`src/sv/sia_pkg.sv`:
```
`timescale 1ns / 1ps

package sia_pkg;

   localparam int ADDR_W      = 48;
   localparam int SIZE_W      = 12;
   localparam int CNT_W       = 8;
   localparam int KIND_W      = 2;
   localparam int MAX_OBJECTS = 255;
   localparam int IDX_W       = $clog2(MAX_OBJECTS);
   localparam int PROD_W      = IDX_W + SIZE_W;
   localparam int QUO_W       = IDX_W;
   localparam int STEP_W      = $clog2(QUO_W);
   localparam int CSR_IDX_W   = 2;

   localparam logic [IDX_W-1:0] END_MARK = IDX_W'(MAX_OBJECTS);

   localparam logic [KIND_W-1:0] KIND_ALLOC  = 2'd0;
   localparam logic [KIND_W-1:0] KIND_FREE   = 2'd1;
   localparam logic [KIND_W-1:0] KIND_FORMAT = 2'd2;

   localparam logic [CSR_IDX_W-1:0] CSR_BASE  = 2'd0;
   localparam logic [CSR_IDX_W-1:0] CSR_SIZE  = 2'd1;
   localparam logic [CSR_IDX_W-1:0] CSR_TOTAL = 2'd2;

   localparam logic [SIZE_W-1:0] SIZE_RESET  = 12'd16;
   localparam logic [CNT_W-1:0]  TOTAL_RESET = 8'd1;

   typedef enum logic [3:0] {
      ST_IDLE,
      ST_DISPATCH,
      ST_FORMAT,
      ST_ALLOC_MUL,
      ST_ALLOC_ADD,
      ST_FREE_SUB,
      ST_FREE_CHK,
      ST_FREE_DIV,
      ST_FREE_PUSH,
      ST_POST
   } state_type;

   typedef struct packed {
      logic start;
   } div_ctl_type;

   typedef struct packed {
      logic busy;
      logic done;
   } div_sts_type;

endpackage

```
`src/sv/sia_if.sv`:
```
`timescale 1ns / 1ps

interface sia_req_if;
   logic                        valid;
   logic                        ready;
   logic [sia_pkg::KIND_W-1:0]  kind;
   logic [sia_pkg::ADDR_W-1:0]  address;

   modport source (output valid, output kind, output address, input ready);
   modport sink   (input valid, input kind, input address, output ready);
endinterface

interface sia_rsp_if;
   logic                        valid;
   logic                        ready;
   logic                        ok;
   logic [sia_pkg::ADDR_W-1:0]  object_address;
   logic [sia_pkg::CNT_W-1:0]   in_use;

   modport source (output valid, output ok, output object_address, output in_use,
                   input ready);
   modport sink   (input valid, input ok, input object_address, input in_use,
                   output ready);
endinterface

```
`src/sv/sia_divider.sv`:
```
`timescale 1ns / 1ps

module sia_divider (
   input  logic                         clock,
   input  logic                         reset,
   input  sia_pkg::div_ctl_type         ctl,
   input  logic [sia_pkg::PROD_W-1:0]   dividend,
   input  logic [sia_pkg::SIZE_W-1:0]   divisor,
   output sia_pkg::div_sts_type         sts,
   output logic [sia_pkg::QUO_W-1:0]    quotient
);
   import sia_pkg::*;

   logic              running_ff, running_in;
   logic              done_ff, done_in;
   logic [STEP_W-1:0] step_ff, step_in;
   logic [PROD_W-1:0] rem_ff, rem_in;
   logic [QUO_W-1:0]  quo_ff, quo_in;
   logic [PROD_W:0]   trial;
   logic              take;

   // The caller guarantees the quotient fits in QUO_W bits, so a restoring
   // division over QUO_W steps, most significant bit first, is exact.
   assign trial = {1'b0, rem_ff} - ({1'b0, PROD_W'(divisor)} << step_ff);
   assign take  = ~trial[PROD_W];

   always_comb begin
      running_in = running_ff;
      done_in    = 1'b0;
      step_in    = step_ff;
      rem_in     = rem_ff;
      quo_in     = quo_ff;
      if (ctl.start) begin
         running_in = 1'b1;
         step_in    = STEP_W'(QUO_W - 1);
         rem_in     = dividend;
         quo_in     = '0;
      end else if (running_ff) begin
         if (take) begin
            rem_in = trial[PROD_W-1:0];
         end
         quo_in[step_ff] = take;
         if (step_ff == '0) begin
            running_in = 1'b0;
            done_in    = 1'b1;
         end else begin
            step_in = step_ff - 1'b1;
         end
      end
   end

   always_ff @(posedge clock) begin
      if (reset) begin
         running_ff <= 1'b0;
         done_ff    <= 1'b0;
         step_ff    <= '0;
      end else begin
         running_ff <= running_in;
         done_ff    <= done_in;
         step_ff    <= step_in;
      end
      rem_ff <= rem_in;
      quo_ff <= quo_in;
   end

   assign sts.busy = running_ff;
   assign sts.done = done_ff;
   assign quotient = quo_ff;

endmodule

```
`src/sv/slab_index_free_list_allocator.sv`:
```
`timescale 1ns / 1ps

// Channel     Direction  Beat contents
// req_chan    in         kind, address
// rsp_chan    out        ok, object_address, in_use
// csr_*       in         csr_we, csr_index, csr_wdata (no read-back)
//
// One request is worked on at a time; req_chan.ready is high only when idle.
// Allocate makes one pass through the shared multiplier, then uses a
// registered read of the link memory. Free runs the 8-step iterative divider.
// Format makes one link memory write per cycle. A finished result sits in the
// output register while the next request is accepted; the block stalls only
// if a second result is ready before the first beat is taken. Reset is
// synchronous; the link memory is not cleared, format writes it.

module slab_index_free_list_allocator (
   input  logic                             clock,
   input  logic                             reset,
   sia_req_if.sink                          req_chan,
   sia_rsp_if.source                        rsp_chan,
   input  logic                             csr_we,
   input  logic [sia_pkg::CSR_IDX_W-1:0]    csr_index,
   input  logic [sia_pkg::ADDR_W-1:0]       csr_wdata
);
   import sia_pkg::*;

   state_type state_ff, state_in;

   logic [ADDR_W-1:0] base_ff;
   logic [SIZE_W-1:0] size_ff;
   logic [CNT_W-1:0]  total_ff;

   logic [KIND_W-1:0] kind_ff;
   logic [ADDR_W-1:0] addr_ff;

   logic [IDX_W-1:0]  head_ff, head_in;
   logic [CNT_W-1:0]  alloc_ff, alloc_in;
   logic              fmt_ff, fmt_in;
   logic [IDX_W-1:0]  sweep_ff, sweep_in;

   logic [PROD_W-1:0] prod_ff, prod_in;
   logic [IDX_W-1:0]  mul_a;
   logic [ADDR_W-1:0] diff_ff, diff_in;
   logic              borrow_ff, borrow_in;

   logic              res_ok_ff, res_ok_in;
   logic [ADDR_W-1:0] res_obj_ff, res_obj_in;

   logic              rsp_valid_ff, rsp_valid_in;
   logic              rsp_ok_ff, rsp_ok_in;
   logic [ADDR_W-1:0] rsp_obj_ff, rsp_obj_in;
   logic [CNT_W-1:0]  rsp_use_ff, rsp_use_in;

   logic [IDX_W-1:0]  next_free_ff [MAX_OBJECTS];
   logic [IDX_W-1:0]  rd_ff;
   logic              mem_we;
   logic [IDX_W-1:0]  mem_waddr;
   logic [IDX_W-1:0]  mem_wdata;

   logic              req_fire;
   logic              out_free;
   logic              alloc_ok;
   logic              free_pre_ok;
   logic              in_range;
   logic              sweep_last;
   logic [IDX_W:0]    sweep_next;

   div_ctl_type       div_ctl;
   div_sts_type       div_sts;
   logic [QUO_W-1:0]  div_quo;

   assign req_fire   = req_chan.valid && req_chan.ready;
   assign out_free   = !rsp_valid_ff || rsp_chan.ready;
   assign alloc_ok   = fmt_ff && (alloc_ff < total_ff) && (head_ff < total_ff);
   assign free_pre_ok = fmt_ff && (alloc_ff != '0) && (size_ff != '0);
   assign sweep_next = {1'b0, sweep_ff} + 1'b1;
   assign sweep_last = (sweep_next == {1'b0, total_ff});

   // A free address is in range when the offset lies below count * size; the
   // product comes out of the shared multiplier one state earlier.
   assign in_range = !borrow_ff && (diff_ff[ADDR_W-1:PROD_W] == '0) &&
                     (diff_ff[PROD_W-1:0] < prod_ff);

   // Shared multiplier: head * size for allocate, count * size otherwise.
   assign mul_a   = (state_ff == ST_ALLOC_MUL) ? head_ff : total_ff;
   assign prod_in = PROD_W'(mul_a) * PROD_W'(size_ff);

   assign div_ctl.start = (state_ff == ST_FREE_CHK) && in_range;

   sia_divider u_divider (
      .clock    (clock),
      .reset    (reset),
      .ctl      (div_ctl),
      .dividend (diff_ff[PROD_W-1:0]),
      .divisor  (size_ff),
      .sts      (div_sts),
      .quotient (div_quo)
   );

   // Next state.
   always_comb begin
      state_in = state_ff;
      case (state_ff)
         ST_IDLE: begin
            if (req_fire) begin
               state_in = ST_DISPATCH;
            end
         end
         ST_DISPATCH: begin
            case (kind_ff)
               KIND_FORMAT: state_in = (total_ff == '0) ? ST_POST : ST_FORMAT;
               KIND_ALLOC:  state_in = alloc_ok ? ST_ALLOC_MUL : ST_POST;
               KIND_FREE:   state_in = free_pre_ok ? ST_FREE_SUB : ST_POST;
               default:     state_in = ST_POST;
            endcase
         end
         ST_FORMAT: begin
            if (sweep_last) begin
               state_in = ST_POST;
            end
         end
         ST_ALLOC_MUL: state_in = ST_ALLOC_ADD;
         ST_ALLOC_ADD: state_in = ST_POST;
         ST_FREE_SUB:  state_in = ST_FREE_CHK;
         ST_FREE_CHK:  state_in = in_range ? ST_FREE_DIV : ST_POST;
         ST_FREE_DIV: begin
            if (div_sts.done) begin
               state_in = ST_FREE_PUSH;
            end
         end
         ST_FREE_PUSH: state_in = ST_POST;
         ST_POST: begin
            if (out_free) begin
               state_in = ST_IDLE;
            end
         end
         default: state_in = ST_IDLE;
      endcase
   end

   // Datapath and outputs.
   always_comb begin
      head_in      = head_ff;
      alloc_in     = alloc_ff;
      fmt_in       = fmt_ff;
      sweep_in     = sweep_ff;
      diff_in      = diff_ff;
      borrow_in    = borrow_ff;
      res_ok_in    = res_ok_ff;
      res_obj_in   = res_obj_ff;
      rsp_valid_in = rsp_valid_ff && !rsp_chan.ready;
      rsp_ok_in    = rsp_ok_ff;
      rsp_obj_in   = rsp_obj_ff;
      rsp_use_in   = rsp_use_ff;
      mem_we       = 1'b0;
      mem_waddr    = sweep_ff;
      mem_wdata    = END_MARK;
      case (state_ff)
         ST_DISPATCH: begin
            res_ok_in  = 1'b0;
            res_obj_in = '0;
            sweep_in   = '0;
            // Formatting an empty slab leaves an empty list.
            if (kind_ff == KIND_FORMAT && total_ff == '0) begin
               head_in   = '0;
               alloc_in  = '0;
               fmt_in    = 1'b1;
               res_ok_in = 1'b1;
            end
         end
         ST_FORMAT: begin
            mem_we    = 1'b1;
            mem_waddr = sweep_ff;
            mem_wdata = sweep_last ? END_MARK : sweep_next[IDX_W-1:0];
            sweep_in  = sweep_next[IDX_W-1:0];
            if (sweep_last) begin
               head_in   = '0;
               alloc_in  = '0;
               fmt_in    = 1'b1;
               res_ok_in = 1'b1;
            end
         end
         ST_ALLOC_ADD: begin
            res_obj_in = base_ff + ADDR_W'(prod_ff);
            res_ok_in  = 1'b1;
            head_in    = rd_ff;
            alloc_in   = alloc_ff + 1'b1;
         end
         ST_FREE_SUB: begin
            {borrow_in, diff_in} = {1'b0, addr_ff} - {1'b0, base_ff};
         end
         ST_FREE_PUSH: begin
            mem_we    = 1'b1;
            mem_waddr = div_quo;
            mem_wdata = head_ff;
            head_in   = div_quo;
            alloc_in  = alloc_ff - 1'b1;
            res_ok_in = 1'b1;
         end
         ST_POST: begin
            if (out_free) begin
               rsp_valid_in = 1'b1;
               rsp_ok_in    = res_ok_ff;
               rsp_obj_in   = res_obj_ff;
               rsp_use_in   = alloc_ff;
            end
         end
         default: begin
         end
      endcase
   end

   always_ff @(posedge clock) begin
      if (reset) begin
         state_ff     <= ST_IDLE;
         base_ff      <= '0;
         size_ff      <= SIZE_RESET;
         total_ff     <= TOTAL_RESET;
         head_ff      <= '0;
         alloc_ff     <= '0;
         fmt_ff       <= 1'b0;
         rsp_valid_ff <= 1'b0;
      end else begin
         state_ff     <= state_in;
         head_ff      <= head_in;
         alloc_ff     <= alloc_in;
         fmt_ff       <= fmt_in;
         rsp_valid_ff <= rsp_valid_in;
         if (csr_we) begin
            case (csr_index)
               CSR_BASE:  base_ff  <= csr_wdata;
               CSR_SIZE:  size_ff  <= csr_wdata[SIZE_W-1:0];
               CSR_TOTAL: total_ff <= csr_wdata[CNT_W-1:0];
               default: begin
               end
            endcase
         end
      end
      if (req_fire) begin
         kind_ff <= req_chan.kind;
         addr_ff <= req_chan.address;
      end
      sweep_ff   <= sweep_in;
      prod_ff    <= prod_in;
      diff_ff    <= diff_in;
      borrow_ff  <= borrow_in;
      res_ok_ff  <= res_ok_in;
      res_obj_ff <= res_obj_in;
      rsp_ok_ff  <= rsp_ok_in;
      rsp_obj_ff <= rsp_obj_in;
      rsp_use_ff <= rsp_use_in;
   end

   // Link memory: one write port, one registered read port at the list head.
   always_ff @(posedge clock) begin
      if (mem_we) begin
         next_free_ff[mem_waddr] <= mem_wdata;
      end
      rd_ff <= next_free_ff[head_ff];
   end

   assign req_chan.ready          = (state_ff == ST_IDLE);
   assign rsp_chan.valid          = rsp_valid_ff;
   assign rsp_chan.ok             = rsp_ok_ff;
   assign rsp_chan.object_address = rsp_obj_ff;
   assign rsp_chan.in_use         = rsp_use_ff;

endmodule

```
`src/flat_wrapper.sv`:
```
// flat-port wrapper written by rule: the top's interface ports become plain ports
module slab_index_free_list_allocator_flat import sia_pkg::*;
  (clock, reset, csr_we, csr_index, csr_wdata, req_chan_valid, req_chan_kind, req_chan_address, req_chan_ready, rsp_chan_valid, rsp_chan_ok, rsp_chan_object_address, rsp_chan_in_use, rsp_chan_ready);
  sia_req_if req_chan_i ();
  sia_rsp_if rsp_chan_i ();
  input  logic clock;
  input  logic reset;
  input  logic csr_we;
  input  logic [sia_pkg::CSR_IDX_W-1:0] csr_index;
  input  logic [sia_pkg::ADDR_W-1:0] csr_wdata;
  input wire logic [$bits(req_chan_i.valid)-1:0] req_chan_valid;
  input wire logic [$bits(req_chan_i.kind)-1:0] req_chan_kind;
  input wire logic [$bits(req_chan_i.address)-1:0] req_chan_address;
  output wire logic [$bits(req_chan_i.ready)-1:0] req_chan_ready;
  output wire logic [$bits(rsp_chan_i.valid)-1:0] rsp_chan_valid;
  output wire logic [$bits(rsp_chan_i.ok)-1:0] rsp_chan_ok;
  output wire logic [$bits(rsp_chan_i.object_address)-1:0] rsp_chan_object_address;
  output wire logic [$bits(rsp_chan_i.in_use)-1:0] rsp_chan_in_use;
  input wire logic [$bits(rsp_chan_i.ready)-1:0] rsp_chan_ready;
  assign req_chan_i.valid = req_chan_valid;
  assign req_chan_i.kind = req_chan_kind;
  assign req_chan_i.address = req_chan_address;
  assign req_chan_ready = req_chan_i.ready;
  assign rsp_chan_valid = rsp_chan_i.valid;
  assign rsp_chan_ok = rsp_chan_i.ok;
  assign rsp_chan_object_address = rsp_chan_i.object_address;
  assign rsp_chan_in_use = rsp_chan_i.in_use;
  assign rsp_chan_i.ready = rsp_chan_ready;
  slab_index_free_list_allocator u_core (.clock(clock), .reset(reset), .req_chan(req_chan_i), .rsp_chan(rsp_chan_i), .csr_we(csr_we), .csr_index(csr_index), .csr_wdata(csr_wdata));
endmodule
```
`config.mk`:
```
export PLATFORM = sky130hd
export DESIGN_NAME = slab_index_free_list_allocator_flat
export DESIGN_NICKNAME = d
export VERILOG_FILES = /design/src/sv/sia_pkg.sv /design/src/sv/sia_if.sv /design/src/sv/sia_divider.sv /design/src/sv/slab_index_free_list_allocator.sv /design/src/flat_wrapper.sv
export SDC_FILE = /design/constraint.sdc
export NUM_CORES = 2
export LEC_CHECK = 0
export BUFFER_PORTS_ARGS = -buffer_cell sky130_fd_sc_hd__buf_2
export CAP_MARGIN = 20
export CORE_UTILIZATION = 60
export CTS_CLUSTER_DIAMETER = 80
export DETAILED_ROUTE_END_ITERATION = 12
export PLACE_DENSITY_LB_ADDON = 0.25
export REMOVE_ABC_BUFFERS = 1
export SLEW_MARGIN = 25
export SYNTH_ARGS = -nofsm -noshare
export SYNTH_HDL_FRONTEND = slang
export SYNTH_SLANG_ARGS = --single-unit
```
`constraint.sdc`:
```
create_clock -name clock -period 10.7 [get_ports clock]
set_input_delay 0.535 -clock clock [delete_from_list [all_inputs] [get_ports clock]]
set_output_delay 0.535 -clock clock [all_outputs]
set_load 0.05 [all_outputs]
```
* Yosys cells after proc, flatten, opt, wreduce, memory -nomap -nowiden
Memories as Yosys holds them, arrays and structs flattened. A register that Yosys moved wholly into a read port is not among the register bits.
Index checks and enable logic that the tools add are counted.
** Operators by class
- $add $sub $neg :: 7
- Multiply operators :: 1
- Divide/modulo/power cells :: 0
- Magnitude comparators :: 5
- Eq/ne operators :: 21
- Shift-type cells :: 1
- Mux-type cells :: 43
- Bitwise logic cells :: 2
- Reductions and logical operators :: 41
** Operators with widths (count)
- $pmux W48 S2 :: 1
- $pmux W8 S4 :: 2
- $mux W20 :: 3
- $sub A48 B48 Y49 :: 1
- $add A48 B20 Y48 :: 1
- $mux W8 :: 5
- $pmux W4 S9 :: 1
- $mux W4 :: 8
- $pmux W8 S2 :: 2
- $logic_not A28 Y1 :: 1
- $shl A12 B3 Y21 :: 1
- $sub A20 B21 Y21 :: 1
- $lt A20 B20 Y1 :: 1
- $mul A8 B12 Y20 :: 1
- $eq A4 B3 Y1 const B :: 4
- $lt A8 B8 Y1 :: 2
- $reduce_and A2 Y1 :: 7
- $mux W1 :: 13
- $pmux W4 S3 :: 1
- $reduce_bool A12 Y1 :: 1
- $logic_and A1 B1 Y1 :: 11
- $ne A2 B1 Y1 const B :: 5
- $add A8 B1 Y9 const B :: 1
- $eq A9 B8 Y1 :: 1
- other kinds (31) :: 46
** Word-level totals
- Bits in registers :: 356
- Bits in latches :: 0
- Memory bits (writable) :: 2040
- Memory bits (read-only) :: 0
- Input bits :: 105
- Output and inout port bits :: 59
- Word-level logic and storage cells :: 146
- Memories kept :: 1
** Memories
- u_core.next_free_ff :: depth 255, width 8, rd ports 1, clocked after Yosys merged registers in 1, wr ports 1, RTL line slab_index_free_list_allocator.sv:54 : logic [IDX_W-1:0] next_free_ff [MAX_OBJECTS];

* Longest topological paths before layout
- Depth in word-level cells :: 6
- Mapped depth :: 28
- Gate-level depth less buffers :: 23

* By module
From an unflattened synthesis, not the netlist that was laid out.
** Second synthesis, totals
- Cell total of the unflattened synthesis :: 5565
- Area, all modules :: 101157.0 um^2
** Modules (own cells, without submodules)
- slab_index_free_list_allocator :: times used 1, cells an instance 5221, area an instance 98116.6 um^2, seq. area each 70017.2 um^2
- sia_divider :: times used 1, cells an instance 344, area an instance 3040.4 um^2, seq. area each 860.8 um^2

* Least setup slack after synthesis
No wires, ideal clock.
- Path kind :: reg2reg
- Start point :: register u_core.head_ff[4]
- End point :: register u_core.prod_ff[19]
- Setup time :: 0.072 ns
- Data arrival time :: 6.037 ns
- Required time :: 10.628 ns
- Slack :: 4.591 ns
- Stages on the path, launching flop included :: 25
- Path buffers :: 6
- Clock period less this slack :: 6.109 ns
- Path through :: dfxtp_1 -> clkbuf_1 -> clkbuf_1 -> buf_1 -> clkbuf_1 -> clkbuf_1 -> mux2i_1 -> clkbuf_1 -> nand2b_1 -> fa_1 -> fa_1 -> inv_1 -> fa_1 -> inv_1 -> fa_1 -> inv_1 -> ha_1 -> a21boi_0 -> o21ai_0 -> a21oi_1 -> a41oi_1 -> a21oi_1 -> a211o_1 -> a21oi_1 -> xnor2_1
** Between the ends
- Longest elaborated chain between the ends :: 2
** Ends and longest elaborated chain
- start: declaration :: RTL line slab_index_free_list_allocator.sv:36 : logic [IDX_W-1:0] head_ff, head_in;
- start signal: assignment :: RTL line slab_index_free_list_allocator.sv:225 : head_ff <= head_in;
- $mux W8 :: RTL line slab_index_free_list_allocator.sv:85 : assign mul_a = (state_ff == ST_ALLOC_MUL) ? head_ff : total_ff;
- $mul A8 B12 Y20 :: RTL line slab_index_free_list_allocator.sv:86 : assign prod_in = PROD_W'(mul_a) * PROD_W'(size_ff);
- named net u_core.prod_in[19] :: RTL line slab_index_free_list_allocator.sv:41 : logic [PROD_W-1:0] prod_ff, prod_in;
- end signal: assignment :: RTL line slab_index_free_list_allocator.sv:244 : prod_ff <= prod_in;
- end: declaration :: RTL line slab_index_free_list_allocator.sv:41
The timed path passes the listed nets, and every way through them passes these cells.
A chain may end at the register's enable or synchronous reset.

* Final worst setup path
- Start point :: register u_core.state_ff[0]
- End point :: register u_core.prod_ff[19]
** Between the ends
- Longest elaborated chain between the ends :: 3
** Ends and longest elaborated chain
- start: declaration :: RTL line slab_index_free_list_allocator.sv:27 : state_type state_ff, state_in;
- start signal: assignment :: RTL line slab_index_free_list_allocator.sv:224 : state_ff <= state_in;
- $eq A4 B2 Y1 :: RTL line slab_index_free_list_allocator.sv:85
- $mux W8 :: RTL line slab_index_free_list_allocator.sv:85
- $mul A8 B12 Y20 :: RTL line slab_index_free_list_allocator.sv:86
- named net u_core.prod_in[19] :: RTL line slab_index_free_list_allocator.sv:41
The timed path passes the listed nets, and every way through them passes these cells.

==> key figures <==
Outcome
  • Result of the run: completed

STA
  • Part of the cycle the worst path needs: 0.5960
  • Worst clock skew: 0.06325 ns
  • Post-route worst setup slack: 4.322 ns
  • Count of final max-slew check failures: 0
  • Final setup violation count: 0
  • Number of hold violations in the final report: 0
  • Peak clock frequency supported by timing: 156.8 MHz
  • Clock period minus final worst setup slack: 6.378 ns
  • Worst-case headroom to the max-slew limit: 0.2006
  • Actual transition at the worst max-transition pin: 1.191 ns
  • Unrepaired setup endpoints after global routing: false

Global route
  • Largest net degree at the start of global routing: 256
  • Wire length of the first global-routing pass: 350.6 mm
  • GR Util All Layers: 0.2842
  • Number of global-route vias before repair: 52860
  • Remaining global-route overflow: 0
  • Initial antenna violation count: 9

Final layout
  • Fraction of final layout cells with drive strength greater than 1: 0.2076
  • Most frequent standard cell in the layout excluding fill and tap cells: edfxtp_1
  • Layout Area Growth over Synthesis: 11.79%
  • Most used cells in the layout excluding fill and tap cells: edfxtp_1, mux4_2, nor2_1
  • Number of nets at the end of the flow: 6167
  • Final non-filler cell total: 8240

Power
  • Total power per unit cell area: 193.6 nW/µm²
  • Net switching power of the design: 5377 µW
  • Sequential power share: 0.520
  • Peak supply drop: 0.1801 mV
  • Internal power: 16430 µW
  • Net Sw Frac: 0.2466
  • Proportion of power drawn by the clock network: 0.374
  • Combinational group share of total power: 0.107
  • Leakage component of the power: 0.03497 µW

Routing
  • Initial DRC count: 6296
  • Via density per instance: 6.496
  • First-pass iteration count of the detailed router: 6
  • Avg WL per Cell: 29.13 µm
  • Total met3 wirelength after detailed routing: 22.19 mm
  • Routed Wire Length: 240.0 mm
  • Met2 Wirelength: 116.7 mm
  • Top routing layer in use: met5
  • Via count: 53530
  • Antenna viol nets, final: 0
  • Met1 wire length: 92.96 mm
  • Number of remaining DRC errors: 0

Floorplanning
  • Number of rows created at floorplan: 150
  • Placeable Area: 166800 µm²
  • Initial core utilization: 0.6038
  • Horizontal die dimension: 411.8 µm
  • Die Span Y: 411.8 µm
  • Die area: 169500 µm²
  • Top-level I/O count: 164

Synthesis
  • Cells after synthesis: 5544
  • FF+latch count, synth: 2404
  • Async S/R FF share, synth: 0
  • Netlist area before placement: 100700 µm²
  • Number of distinct library cell variants in the gate-level netlist after synthesis: 72
  • Fraction of the yosys area taken by sequential cells: 0.7036
  • Per-instance average area after synthesis: 18.17 µm²
  • Synth warn: 0
  • Count of flip-flops with a built-in enable after synthesis: 2273
  • Flip-flop cell with the highest count after synthesis: edfxtp_1

Worst hold path
  • Hold Path End: u_core.base_ff[22]$_SDFFE_PP0P_
  • Min-delay src: csr_wdata[22]
  • Count of cells along the worst hold path: 3
  • Hold crit path type: input port to flip-flop

Critical path
  • Critical path arrival: 7.12 ns
  • Bufs and invs on worst path: 3
  • Maximum fanout along the worst path: 16
  • Reg2reg end: u_core.prod_ff[19]$_DFF_P_
  • Reg2Reg Setup Slack: 4.32 ns
  • Slowest cell on the critical path: mux2i_1
  • Delay of the slowest cell on the worst path: 0.85 ns
  • Critical path's top delay family: adder cells
  • Critical setup path kind: flip-flop to flip-flop
  • Worst EP required: 11.44 ns
  • Critical-path cell list: nand2_1 -> nor2_1 -> buf_4 -> mux2i_1 -> nor2b_1 -> fa_1 -> fa_1 -> inv_1 -> fa_1 -> fa_1 -> inv_1 -> ha_1 -> o21ai_0 -> a21boi_0 -> o21ai_0 -> a21oi_1 -> a41oi_1 -> a21oi_1 -> a211o_1 -> a21oi_1 -> xnor2_1
  • Number of cells on the worst reg-to-reg path: 21
  • Cell occurring most often along the worst timing path: fa_1
  • Worst setup EP type: flip-flop
  • Cell depth of the worst setup path: 21
  • Crit path launch type: flip-flop
  • Reg2reg start: u_core.state_ff[0]$_SDFFE_PP0P_

Clocking
  • Clock tree from TritonCTS: done
  • CTS clock-pin slew for the worst setup and hold paths: 0.06 ns
  • Number of buffers inserted during clock tree synthesis: 227
  • Deepest clock path buffer count: 3
  • Clock insertion delay at the later pin of the skew report: 0.87 ns
  • TritonCTS Sinks: 2404
  • Clock tree root driver cell: clkbuf_16
  • # H-tree levels: 4
  • Buffers inserted by post-CTS timing repair: 0

Placed design
  • Final RePlAce weighted congestion: 0.8966
  • Half-perimeter wire length of the detailed placement result: 147.4 mm
  • Placed Cells incl. Taps: 7707
  • Worst slack at placement: 4.270 ns
  • IO buf count: 163

Flow run
  • Max capacitance violation total: 0
-- tightest hold or removal path, cell delays in order --
cell,delay [ns]
buf_2,0.10
nand2_1,0.13
a21oi_1,0.09
-- cells by family (layout without fill, tap and decap cells) --
kind of cell | count (synthesis) | after routing | share of synthesized area
other | 0 | 6 | 0
flip-flops | 2404 | 2404 | 0.7036
XOR/XNOR | 129 | 129 | 0.01122
buffers and inverters | 458 | 944 | 0.01808
AND/OR/NAND/NOR | 1057 | 1057 | 0.04812
adder cells (fa/ha/maj) | 233 | 233 | 0.03371
AO/OA/AOI/OAI | 544 | 544 | 0.03352
multiplexers | 719 | 719 | 0.1518
-- cells in the mapped netlist (all sizes together), types with 19 or more instances --
| library cell | count | area (µm²) |
|---|---|---|
| edfxtp | 2273 | 68260 |
| mux4 | 646 | 14550 |
| nor2 | 400 | 1501 |
| nand2 | 281 | 1055 |
| a21oi | 198 | 991.0 |
| clkbuf | 194 | 728.2 |
| inv | 179 | 671.9 |
| ha | 169 | 2115 |
| dfxtp | 131 | 2623 |
| nor2b | 118 | 738.2 |
| o21ai | 104 | 520.5 |
| xnor2 | 86 | 753.2 |
| buf | 83 | 414.2 |
| fa | 64 | 1281 |
| mux2i | 64 | 640.6 |
| a21o | 61 | 457.9 |
| nand3 | 49 | 245.2 |
| xor2 | 43 | 376.6 |
| nor3 | 42 | 210.2 |
| nand2b | 36 | 225.2 |
| nand4 | 30 | 187.7 |
| a211oi | 28 | 210.2 |
| o21a | 22 | 165.2 |
| nor4 | 19 | 118.9 |
| or3 | 19 | 118.9 |
-- flip-flops by register name, indices dropped and copies added, names as in the netlist, 2 cells and up --
name / count
u_core.res_obj_ff: 48
u_core.base_ff: 48
u_core.total_ff: 8
u_core.rsp_chan.object_address: 48
u_core.head_ff: 8
u_core.u_divider.quotient: 8
u_core.next_free_ff: 2040
u_core.alloc_ff: 8
u_core.sweep_ff: 8
u_core.state_ff: 4
u_core.addr_ff: 48
u_core.prod_ff: 20
u_core.rsp_chan.in_use: 8
u_core.size_ff: 12
u_core.u_divider.step_ff: 3
u_core.kind_ff: 2
u_core.diff_ff: 48
u_core.rd_ff: 8
u_core.u_divider.rem_ff: 20
-- worst max-delay path by stage --
stage / start / slack (ns) / endpoint
2_1_floorplan: u_core.head_ff[0]$_SDFFE_PP0P_ / -18.72 / u_core.prod_ff[18]$_DFF_P_
3_3_place_gp: u_core.state_ff[3]$_SDFFE_PP0P_ / 4.44 / u_core.prod_ff[19]$_DFF_P_
5_1_grt: u_core.state_ff[0]$_SDFFE_PP0P_ / 3.93 / u_core.prod_ff[16]$_DFF_P_
3_5_place_dp: u_core.state_ff[3]$_SDFFE_PP0P_ / 4.27 / u_core.prod_ff[19]$_DFF_P_
4_1_cts: u_core.state_ff[3]$_SDFFE_PP0P_ / 4.20 / u_core.prod_ff[19]$_DFF_P_
6_report: u_core.state_ff[0]$_SDFFE_PP0P_ / 4.32 / u_core.prod_ff[19]$_DFF_P_
-- power groups by stage --
stage | Combinational [µW] | Clock (µW) | Sequential (µW)
4_1_cts | 2300 | 8210 | 11300
6_report | 2330 | 8150 | 11300
5_1_grt | 2480 | 8550 | 11300
2_1_floorplan | 1440 | 0 | 11800
3_3_place_gp | 2170 | 0 | 11500
3_5_place_dp | 2260 | 0 | 11500
-- area by class of cell --
type | count | area, µm²
multi-input cells | 2682 | 28210
diodes | 6 | 15.01
repair buffers | 333 | 2479
inverters | 181 | 679.4
clock inverters | 147 | 1598
clock buffers | 283 | 5982
fillers | 10460 | 54230
well taps | 2204 | 2758
flip-flops and latches | 2404 | 70900
-- metrics by stage --
stage	TNS, ns	util	cell area (µm²)	hold slack, ns	total power, µW
after CTS	0	0.6746	112600	0.001935	21840
after detailed placement	0	0.6234	104000	0.4045	13790
after global placement	0	0.6230	104000	0.4017	13700
final	0	0.6750	112600	0.05798	21810
after floorplan	-5286.43	-	99600	0.4003	13280
after global routing	0	0.6749	112600	0.01025	22370
-- what timing repair did --
item                                   4_1_cts  5_1_grt
hold buffers                                96        0
endpoints found under the hold margin      102        0
resized for setup                            0        0
-- layer usage --
metal | global-route usage | up-vias
met5 | 0 | -
met4 | 0.09223 | 4
met3 | 0.05289 | 432
met2 | 0.4543 | 2864
met1 | 0.4005 | 27650
li1 | - | 22580
Power figures use the tool's default switching activity.
